==> config.mk <==
export PLATFORM = sky130hd
export DESIGN_NAME = led_driver_command_queue_decoder
export DESIGN_NICKNAME = d
export VERILOG_FILES = /design/src/design/ldcq_pkg.sv /design/src/design/led_driver_command_queue_decoder.sv /design/src/design/ldcq_queue.sv /design/src/design/ldcq_exec.sv
export SDC_FILE = /design/constraint.sdc
export NUM_CORES = 1
export LEC_CHECK = 0
export ABC_CLOCK_PERIOD_IN_PS = 7400
export BUFFER_PORTS_ARGS = -buffer_cell sky130_fd_sc_hd__buf_2
export CAP_MARGIN = 0
export CORE_UTILIZATION = 45
export DETAILED_ROUTE_END_ITERATION = 8
export GPL_TIMING_DRIVEN = 0
export HOLD_SLACK_MARGIN = 0.1
export SLEW_MARGIN = 40
export SYNTH_ARGS = -nofsm -noshare
export SYNTH_HDL_FRONTEND = slang
export SYNTH_SLANG_ARGS = --single-unit
==> constraint.sdc <==
create_clock -name clk_i -period 7.4 [get_ports clk_i]
set_input_delay 0.37 -clock clk_i [delete_from_list [all_inputs] [get_ports clk_i]]
set_output_delay 0.37 -clock clk_i [all_outputs]
set_load 0.02 [all_outputs]
==> src/design/ldcq_pkg.sv <==
// ----------------------------------------------------------------------------
// LED driver command queue decoder package
// Shared codes, stage records and the reverse seven-segment lookup.
// ----------------------------------------------------------------------------
package ldcq_pkg;

  typedef enum logic [1:0] {
    OP_START = 2'd0,
    OP_STOP  = 2'd1,
    OP_DATA  = 2'd2,
    OP_RUN   = 2'd3
  } opcode_e;

  typedef enum logic [1:0] {
    RS_WAIT_CMD  = 2'd0,
    RS_WAIT_DATA = 2'd1,
    RS_FULL      = 2'd2
  } rx_state_e;

  typedef enum logic [2:0] {
    ET_NONE = 3'd0,
    ET_ADDR = 3'd1,
    ET_SYS  = 3'd2,
    ET_DISP = 3'd3,
    ET_DIM  = 3'd4,
    ET_DATA = 3'd5
  } entry_type_e;

  typedef enum logic [2:0] {
    ACT_NONE  = 3'd0,
    ACT_DIGIT = 3'd1,
    ACT_POWER = 3'd2,
    ACT_BLINK = 3'd3,
    ACT_DUTY  = 3'd4
  } action_e;

  localparam logic [3:0] NibAddr = 4'h0;
  localparam logic [3:0] NibSys  = 4'h2;
  localparam logic [3:0] NibDisp = 4'h8;
  localparam logic [3:0] NibDim  = 4'he;

  localparam logic [7:0] CodeUnknown = 8'h7f;

  localparam logic [3:0] PtrDigit1 = 4'd0;
  localparam logic [3:0] PtrDigit2 = 4'd2;
  localparam logic [3:0] PtrDigit3 = 4'd6;
  localparam logic [3:0] PtrDigit4 = 4'd8;

  localparam logic [6:0] SegTable [16] = '{
    7'h3F, 7'h06, 7'h5B, 7'h4F, 7'h66, 7'h6D, 7'h7D, 7'h07,
    7'h7F, 7'h6F, 7'h77, 7'h7C, 7'h39, 7'h5E, 7'h79, 7'h71
  };

  // queue stage record: classifier results plus the popped entry
  typedef struct packed {
    logic        ack;
    logic [5:0]  count;
    logic        pop;
    entry_type_e etype;
    logic [7:0]  data;
  } stg_t;

  typedef struct packed {
    logic        ack;
    logic [5:0]  count;
    action_e     action;
    logic [2:0]  digit_position;
    logic [7:0]  digit_code;
    logic        power_on;
    logic [1:0]  blink_mode;
    logic [3:0]  duty;
  } res_t;

  function automatic logic [7:0] seg_decode(input logic [7:0] b);
    logic [7:0] code;
    logic       found;
    code  = CodeUnknown;
    found = 1'b0;
    for (int i = 0; i < 16; i++) begin
      if (!found && b[6:0] == SegTable[i]) begin
        code  = {b[7], 3'b000, 4'(i)};
        found = 1'b1;
      end
    end
    return code;
  endfunction

endpackage

==> src/design/led_driver_command_queue_decoder.sv <==
// ----------------------------------------------------------------------------
// LED driver command queue decoder
// A result passes the queue stage register, then the result register.
// Throughput: one transaction per cycle unless stalled; queue storage is
// one write port and one registered read port. Reset clears receive state,
// queue pointers, count and display pointer; queue storage is not cleared.
// ----------------------------------------------------------------------------
module led_driver_command_queue_decoder #(
  parameter int unsigned QUEUE_DEPTH = 32
) (
  input  logic       clk_i,
  input  logic       rst_ni,
  input  logic       in_valid_i,
  output logic       in_stall_o,
  input  logic [1:0] opcode_i,
  input  logic [7:0] bus_byte_i,
  output logic       out_valid_o,
  input  logic       out_stall_i,
  output logic       ack_o,
  output logic [5:0] queue_count_o,
  output logic [2:0] action_o,
  output logic [2:0] digit_position_o,
  output logic [7:0] digit_code_o,
  output logic       power_on_o,
  output logic [1:0] blink_mode_o,
  output logic [3:0] duty_o
);
  import ldcq_pkg::*;

  logic s1_valid_q, out_valid_q;
  logic in_accept, out_load;
  stg_t stg;
  res_t res;

  assign out_load   = s1_valid_q && (!out_valid_q || !out_stall_i);
  assign in_stall_o = s1_valid_q && !out_load;
  assign in_accept  = in_valid_i && !in_stall_o;

  always_ff @(posedge clk_i or negedge rst_ni) begin
    if (!rst_ni) begin
      s1_valid_q  <= 1'b0;
      out_valid_q <= 1'b0;
    end else begin
      s1_valid_q  <= in_accept || (s1_valid_q && !out_load);
      out_valid_q <= out_load || (out_valid_q && out_stall_i);
    end
  end

  ldcq_queue #(
    .QUEUE_DEPTH(QUEUE_DEPTH)
  ) u_queue (
    .clk_i,
    .rst_ni,
    .accept_i   (in_accept),
    .opcode_i,
    .bus_byte_i,
    .stg_o      (stg)
  );

  ldcq_exec u_exec (
    .clk_i,
    .rst_ni,
    .load_i (out_load),
    .stg_i  (stg),
    .res_o  (res)
  );

  assign out_valid_o      = out_valid_q;
  assign ack_o            = res.ack;
  assign queue_count_o    = res.count;
  assign action_o         = res.action;
  assign digit_position_o = res.digit_position;
  assign digit_code_o     = res.digit_code;
  assign power_on_o       = res.power_on;
  assign blink_mode_o     = res.blink_mode;
  assign duty_o           = res.duty;

endmodule

==> src/design/ldcq_queue.sv <==
// ----------------------------------------------------------------------------
// LED driver command queue
// Receive classifier, ring-buffer command queue and stage register.
// ----------------------------------------------------------------------------
module ldcq_queue #(
  parameter int unsigned QUEUE_DEPTH = 32
) (
  input  logic                clk_i,
  input  logic                rst_ni,
  input  logic                accept_i,
  input  logic [1:0]          opcode_i,
  input  logic [7:0]          bus_byte_i,
  output ldcq_pkg::stg_t      stg_o
);
  import ldcq_pkg::*;

  localparam int unsigned IdxW = $clog2(QUEUE_DEPTH);
  localparam int unsigned CntW = $clog2(QUEUE_DEPTH + 1);
  localparam logic [IdxW-1:0] IdxLast = IdxW'(QUEUE_DEPTH - 1);
  localparam logic [CntW-1:0] CntFull = CntW'(QUEUE_DEPTH);

  rx_state_e       rs_q, rs_d;
  logic [IdxW-1:0] head_q, head_d, tail_q, tail_d;
  logic [CntW-1:0] used_q, used_d;
  logic            push, pop, ack;
  entry_type_e     ptype;
  entry_type_e     cls;
  logic            full;

  logic [10:0]     mem [QUEUE_DEPTH];
  logic [10:0]     rdata_q;
  logic            ack_q, pop_q;
  logic [5:0]      count_q;

  assign full = (used_q == CntFull);

  always_comb begin
    case (bus_byte_i[7:4])
      NibAddr: cls = ET_ADDR;
      NibSys:  cls = ET_SYS;
      NibDisp: cls = ET_DISP;
      NibDim:  cls = ET_DIM;
      default: cls = ET_NONE;
    endcase
  end

  always_comb begin
    rs_d  = rs_q;
    push  = 1'b0;
    pop   = 1'b0;
    ack   = 1'b0;
    ptype = cls;
    if (accept_i) begin
      case (opcode_e'(opcode_i))
        OP_START, OP_STOP: rs_d = RS_WAIT_CMD;
        OP_DATA: begin
          case (rs_q)
            RS_WAIT_CMD: begin
              if (cls != ET_NONE) begin
                if (!full) begin
                  push = 1'b1;
                  ack  = 1'b1;
                  if (cls == ET_ADDR) rs_d = RS_WAIT_DATA;
                end else begin
                  rs_d = RS_FULL;
                end
              end
            end
            RS_WAIT_DATA: begin
              ack   = 1'b1;
              ptype = ET_DATA;
              if (!full) push = 1'b1;
              else       rs_d = RS_FULL;
            end
            default: ;
          endcase
        end
        OP_RUN: pop = (used_q != '0);
        default: ;
      endcase
    end
  end

  always_comb begin
    head_d = head_q;
    tail_d = tail_q;
    used_d = used_q;
    if (push) begin
      tail_d = (tail_q == IdxLast) ? '0 : tail_q + 1'b1;
      used_d = used_q + 1'b1;
    end
    if (pop) begin
      head_d = (head_q == IdxLast) ? '0 : head_q + 1'b1;
      used_d = used_q - 1'b1;
    end
  end

  always_ff @(posedge clk_i or negedge rst_ni) begin
    if (!rst_ni) begin
      rs_q   <= RS_WAIT_CMD;
      head_q <= '0;
      tail_q <= '0;
      used_q <= '0;
      pop_q  <= 1'b0;
    end else begin
      rs_q   <= rs_d;
      head_q <= head_d;
      tail_q <= tail_d;
      used_q <= used_d;
      if (accept_i) pop_q <= pop;
    end
  end

  always_ff @(posedge clk_i) begin
    if (accept_i) begin
      ack_q   <= ack;
      count_q <= 6'(used_d);
    end
  end

  always_ff @(posedge clk_i) begin
    if (push) mem[tail_q] <= {ptype, bus_byte_i};
    if (pop)  rdata_q     <= mem[head_q];
  end

  assign stg_o.ack   = ack_q;
  assign stg_o.count = count_q;
  assign stg_o.pop   = pop_q;
  assign stg_o.etype = entry_type_e'(rdata_q[10:8]);
  assign stg_o.data  = rdata_q[7:0];

endmodule

==> src/design/ldcq_exec.sv <==
// ----------------------------------------------------------------------------
// LED driver command executor
// Runs a popped entry, tracks the display pointer, holds the result register.
// ----------------------------------------------------------------------------
module ldcq_exec (
  input  logic           clk_i,
  input  logic           rst_ni,
  input  logic           load_i,
  input  ldcq_pkg::stg_t stg_i,
  output ldcq_pkg::res_t res_o
);
  import ldcq_pkg::*;

  logic [3:0] ptr_q, ptr_d;
  res_t       res_q, res_d;

  always_comb begin
    ptr_d                = ptr_q;
    res_d                = '0;
    res_d.ack            = stg_i.ack;
    res_d.count          = stg_i.count;
    res_d.action         = ACT_NONE;
    if (stg_i.pop) begin
      case (stg_i.etype)
        ET_ADDR: ptr_d = stg_i.data[3:0];
        ET_DATA: begin
          case (ptr_q)
            PtrDigit1: res_d.digit_position = 3'd1;
            PtrDigit2: res_d.digit_position = 3'd2;
            PtrDigit3: res_d.digit_position = 3'd3;
            PtrDigit4: res_d.digit_position = 3'd4;
            default:   res_d.digit_position = 3'd0;
          endcase
          if (res_d.digit_position != 3'd0) begin
            res_d.action     = ACT_DIGIT;
            res_d.digit_code = seg_decode(stg_i.data);
          end
          ptr_d = ptr_q + 4'd1;
        end
        ET_SYS: begin
          res_d.action   = ACT_POWER;
          res_d.power_on = stg_i.data[0];
        end
        ET_DISP: begin
          res_d.action     = ACT_BLINK;
          res_d.blink_mode = stg_i.data[2:1];
        end
        ET_DIM: begin
          res_d.action = ACT_DUTY;
          res_d.duty   = stg_i.data[3:0];
        end
        default: ;
      endcase
    end
  end

  always_ff @(posedge clk_i or negedge rst_ni) begin
    if (!rst_ni) begin
      ptr_q <= '0;
    end else if (load_i) begin
      ptr_q <= ptr_d;
    end
  end

  always_ff @(posedge clk_i) begin
    if (load_i) res_q <= res_d;
  end

  assign res_o = res_q;

endmodule

* Yosys cells after proc, flatten, opt, wreduce, memory -nomap -nowiden
Memories as Yosys holds them, arrays and structs flattened. A register that Yosys moved wholly into a read port is not among the register bits.
Cells that the tools add are included.
** Cells by class
- Add/sub/neg operators :: 5
- Eq/ne operators :: 39
- Mux-type cells :: 106
- Bitwise logic cells :: 3
- Reductions and logical operators :: 59
** Operators by type and width (count)
- $mux W8 :: 16
- $eq A7 B7 Y1 const B :: 12
- $mux W1 :: 69
- $pmux W3 S4 :: 3
- $logic_and A1 B1 Y1 :: 19
- $logic_not A1 Y1 :: 19
- $reduce_or A18 Y1 :: 1
- $mux W3 :: 5
- $eq A7 B3 Y1 const B :: 2
- $eq A7 B6 Y1 const B :: 2
- $eq A4 B4 Y1 const B :: 3
- $mux W6 :: 2
- $add A5 B1 Y5 const B :: 2
- $eq A5 B5 Y1 const B :: 2
- $mux W5 :: 2
- $ne A3 B2 Y1 const B :: 3
- $eq A4 B2 Y1 const B :: 2
- $logic_not A4 Y1 :: 2
- $mux W2 :: 4
- $pmux W2 S2 :: 2
- $pmux W4 S2 :: 1
- $reduce_and A2 Y1 :: 4
- $add A6 B1 Y6 const B :: 1
- $eq A3 B1 Y1 const B :: 2
- other kinds (19) :: 32
** Storage, ports and cells
- Bits in registers :: 60
- RAM bits :: 352
- Output and inout bits :: 30
- Word-level logic and storage cells :: 232
- Memories kept :: 1
** Memory list
- u_queue.mem :: depth 32, bits a word 11, rd ports 1, clocked after memory_dff 1, write ports 1, line ldcq_queue.sv:30 : logic [10:0] mem [QUEUE_DEPTH];

* Logic depth before layout (Yosys ltp)
- Word-level depth :: 95
- Depth in mapped cells :: 7
- Gate-level depth less buffers :: 7

* Hierarchy
Synthesis repeated with hierarchy kept, for this count alone.
** Second synthesis, totals
- Cell total of the unflattened synthesis :: 929
- Area total of the unflattened synthesis :: 17052.6 um2
** Modules (own cells, without submodules)
- ldcq_queue :: instances 1, cells each 779, area an instance 15331.0 um2, sequential area each 11586.1 um2
- ldcq_exec :: instances 1, cells each 142, area an instance 1629.1 um2, sequential area each 880.8 um2
- led_driver_command_queue_decoder :: instances 1, cells each 8, area an instance 92.6 um2, sequential area each 50.0 um2

* Worst setup path after synthesis
OpenSTA, ideal clock, no wires.
- Path type :: register to register
- Start :: register u_queue.used_q[0]
- End :: memory u_queue.mem[11][0], enable pin
- Library setup time :: 378 ps
- Arrival :: 2027 ps
- Data required time :: 7022 ps
- Path slack :: 4995 ps
- Cell stages (with the launch flop) :: 8
- Period minus slack after synthesis :: 2405 ps
- Path through :: dfrtp_1 inv_1 ha_1 nor4b_4 a21boi_1 buf_2 nand4_1 nor2_1
** On the way
- Cells in the longest elaborated chain, start to end :: 8
** RTL lines
- from (decl) :: line ldcq_queue.sv:24 : logic [CntW-1:0] used_q, used_d;
- from (signal assigned) :: line ldcq_queue.sv:109 : used_q <= used_d;
- $eq A6 B6 Y1 (*) :: line ldcq_queue.sv:35 : assign full = (used_q == CntFull);
- $mux W1 (*) :: line ldcq_queue.sv:60, ldcq_queue.sv:72
- $mux W1 :: line ldcq_queue.sv:59 : if (cls != ET_NONE) begin
- $pmux W1 S2 (*) :: line ldcq_queue.sv:57 : case (rs_q)
- $mux W1 (*) :: line ldcq_queue.sv:54 : case (opcode_e'(opcode_i))
- $mux W1 (*) :: line ldcq_queue.sv:53 : if (accept_i) begin
- $mux W1 (*) :: line ldcq_queue.sv:122 : if (push) mem[tail_q] <= {ptype, bus_byte_i};
- $mux W1 (not written as such) (*) :: line ldcq_queue.sv:122
- to (decl) :: line ldcq_queue.sv:30
Mark *: on every way between the ends. The rest lies on a longest branch, timed or not.

* Worst setup path in the final report
- Start :: register u_queue.used_q[0]
- End :: memory u_queue.mem[12][3], enable pin
Same word-level chain as after synthesis.

==> impl_metrics.ini <==
[run_status]
outcome = finished clean

[yosys]
synthFlopType = edfxtp_1
synth.area.mux_share_pct = 12.1
synth_top_family_by_area = multiplexers
synth_edf_count = 396
ys_ff_latch = 421
async_flop_share_pct = 5.94
synth-compound-area-share_pct = 4.15
syn_area_sq_um = 16900
ys_seq_area_share_pct = 73.9
synthAdderAreaFrac_pct = 1.03
synthCells = 904
ys_warn_count = 0
synth_xor_area_share_pct = 0.207
synth-simple-area-share_pct = 6.74
synth_cell_types = 66
syn-num-nets = 932
syn_area_per_cell_sq_um = 18.7

[timing]
clock.fmax_mhz = 289
hold_viol = 0
post-route-period-util_pct = 46.7
setup_violations = 0
skew_ps = 21.6
max_slew_margin_pct = 44.9
fin_tns_setup_ps = 0
finalMaxSlewViolations = 0
period_minus_slack_ps = 3460
rsz0062_at_grt = false
worst_slew_pin_slew_ps = 824
worst_slack_ps = 3940

[global_routing]
grt_max_degree = 40
track_usage_pct = 19.8
antenna_found_initial = 0
grt_use_met1_pct = 28.2
grtUsageMet2_pct = 30.6
use_met3_pct = 4.23
grt_pass1_vias = 8830
grt_first_pass_wirelength_um = 55600
grt_remaining_overflow = 0
top_usage_layer = met2

[min_path]
hp-class = in -> reg

[floorplan]
fp.dieH_um = 196
num_rows = 70
coreArea_sq_um = 36800
die_w_um = 196
ios = 44
die_area_sq_um = 38400
initial_utilization_pct = 46.0

[route]
drc_errors = 0
dr.pass1.iters = 7
drt_wl_total_um = 36800
first_iter_violations = 799
viasPerCell = 5.88
detail_route.wl_per_cell_um = 24.5
drt.antenna.violating_nets = 0
num_vias = 8825

[clocking]
cts_hold_buf = 4
clkLatencyLatePin_ps = 560
cts_inserted_buffers = 44
cts_buffer_depth = 3
cts.sinks = 421
clockRootBuffer = clkbuf_16
post_cts_buffers = 0
clkTransAtPathRegs_ps = 60
cts_tree = yes
cts.htree.levels = 2
ctsResizeCount = 0

[worst_setup_path]
path_class = reg -> reg
reg2reg_from = u_queue.used_q[0]
cp_max_fo = 11
endpoint = u_queue.mem[12][3]
r2r.worst_path.cells = 7
critPathLaunchType = flip-flop
rrSetupSlack_ps = 3940
worstReg2RegEnd = u_queue.mem[12][3]
critPathRequiredTime_ps = 7580
end_kind = flip-flop
crit_start = u_queue.used_q[0]
cp.arrival_ps = 3630

[placement]
place_congestion = 0.898
pre_cts_ws_ps = 3710
place_inst = 1419
io_buffers = 43
dp.final_hpwl_um = 23300

[layout]
synthToLayoutAreaGrowth_pct = 13.8
diodes = 0
fillers = 2919
final_nets = 1029
layout_commonest_cell = edfxtp_1
drive_gt1_share_pct = 25.4
finalNonFillerCells = 1502
layout_common_cells = 396 x edfxtp_1, 88 x mux4_2, 48 x buf_2

[pwr]
p_per_area_nw_per_um2 = 330
total_power_mw = 6.37
leakage_nw = 6.23
vdd_drop_max_mv = 0.188

[job]
cap_violations = 0
## how the worst min path moves through the flow
| stage | from | end | cells after the start |
|---|---|---|---|
| detailed placement | u_queue.count_q[5] | u_exec.res_o[26] | 0 |
| global placement | u_queue.count_q[3] | u_exec.res_o[24] | 0 |
| finish | opcode_i[0] | u_queue.rs_q[1] | 3 |
| floorplan | rst_ni | out_valid_o | 0 |
| global route | opcode_i[0] | u_queue.rs_q[1] | 3 |
| CTS | opcode_i[0] | u_queue.rs_q[1] | 3 |
## cells by family after synthesis
| kind of cell | after synthesis |
|---|---|
| buf+inv | 67 |
| simple gates | 202 |
| fa+ha+maj | 14 |
| compound gates | 103 |
| mux | 93 |
| flops | 421 |
| xor+xnor | 4 |
## synthesized netlist by cell type, drive strengths merged (3+ instances only)
| cell type | number | area (sq um) |
|---|---|---|
| a211oi | 3 | 27.5 |
| nand2 | 27 | 101 |
| or3 | 3 | 18.8 |
| edfxtp | 396 | 11900 |
| o22ai | 44 | 275 |
| and2 | 11 | 68.8 |
| mux4 | 88 | 1980 |
| and3 | 7 | 48.8 |
| nand3 | 17 | 85.1 |
| xnor2 | 3 | 26.3 |
| nor3 | 13 | 65.1 |
| nor2 | 50 | 188 |
| nor4b | 6 | 73.8 |
| nand4 | 12 | 75.1 |
| nand2b | 7 | 43.8 |
| nor4 | 14 | 87.6 |
| a211o | 3 | 26.3 |
| mux2 | 3 | 45.0 |
| o21ai | 8 | 40.0 |
| nand3b | 13 | 97.6 |
| nor2b | 5 | 31.3 |
| clkbuf | 28 | 105 |
| o211ai | 3 | 27.5 |
| dfrtp | 25 | 626 |
| ha | 14 | 175 |
| o31ai | 3 | 22.5 |
| inv | 16 | 60.1 |
| a2111oi | 3 | 33.8 |
| buf | 23 | 155 |
| or3b | 6 | 52.6 |
| a21oi | 17 | 85.1 |
## final cells by class
class | instances | area (sq um) | share of cell area [%]
sequential | 421 | 12500 | 64.9
multi-input combinational | 416 | 4220 | 21.9
clock buffer | 58 | 1170 | 6.10
tap | 468 | 586 | 3.04
timing repair buffer | 51 | 318 | 1.65
buffer | 51 | 260 | 1.35
clock inverter | 21 | 141 | 0.733
inverter | 16 | 60.1 | 0.312
## metal layers
layer | share of wire [%] | wire length, um | vias up
met3 | 6.8 | 2510 | 60
li1 | - | - | 3916
met2 | 46 | 17000 | 285
met1 | 44 | 16200 | 4564
met4 | 2.8 | 1040 | 0
met5 | 0 | 0 | -
## worst max-delay path, cell delays in order (launching register included)
cell      delay (ps)
dfrtp_1          490
inv_1            110
ha_1             230
nor4b_4          150
a21boi_1         220
buf_2            270
nand4_1          680
nor2_2           910
## state kept, by name (all words and copies together), names as in the netlist
signal / count
u_queue.count_q: 6
u_queue.rdata_q: 11
u_queue.mem: 352
u_queue.pop_q: 1
u_exec.ptr_q: 4
u_queue.tail_q: 5
u_queue.rs_q: 2
s1_valid_q: 1
out_valid_o: 1
u_exec.res_o: 26
u_queue.head_q: 5
u_queue.ack_q: 1
u_queue.used_q: 6
## metrics by stage
| stage | hold slack, ps | utilization, % | cell area, sq um |
|---|---|---|---|
| 2_1_floorplan | 74.4 | - | 16900 |
| 3_3_place_gp | 405 | 48.2 | 17700 |
| 3_5_place_dp | 406 | 48.7 | 17900 |
| 4_1_cts | 150 | 52.4 | 19300 |
| 5_1_grt | 181 | 52.4 | 19300 |
| 6_report | 166 | 52.4 | 19300 |
## report_power, final
group,switching (mW),internal (mW),leakage [nW]
Combinational,0.849,0.661,1.68
Clock,0.870,1.18,0.638
Sequential,0.0835,2.73,3.91
Total,1.80,4.57,6.23
Power figures use the tool's default switching activity.
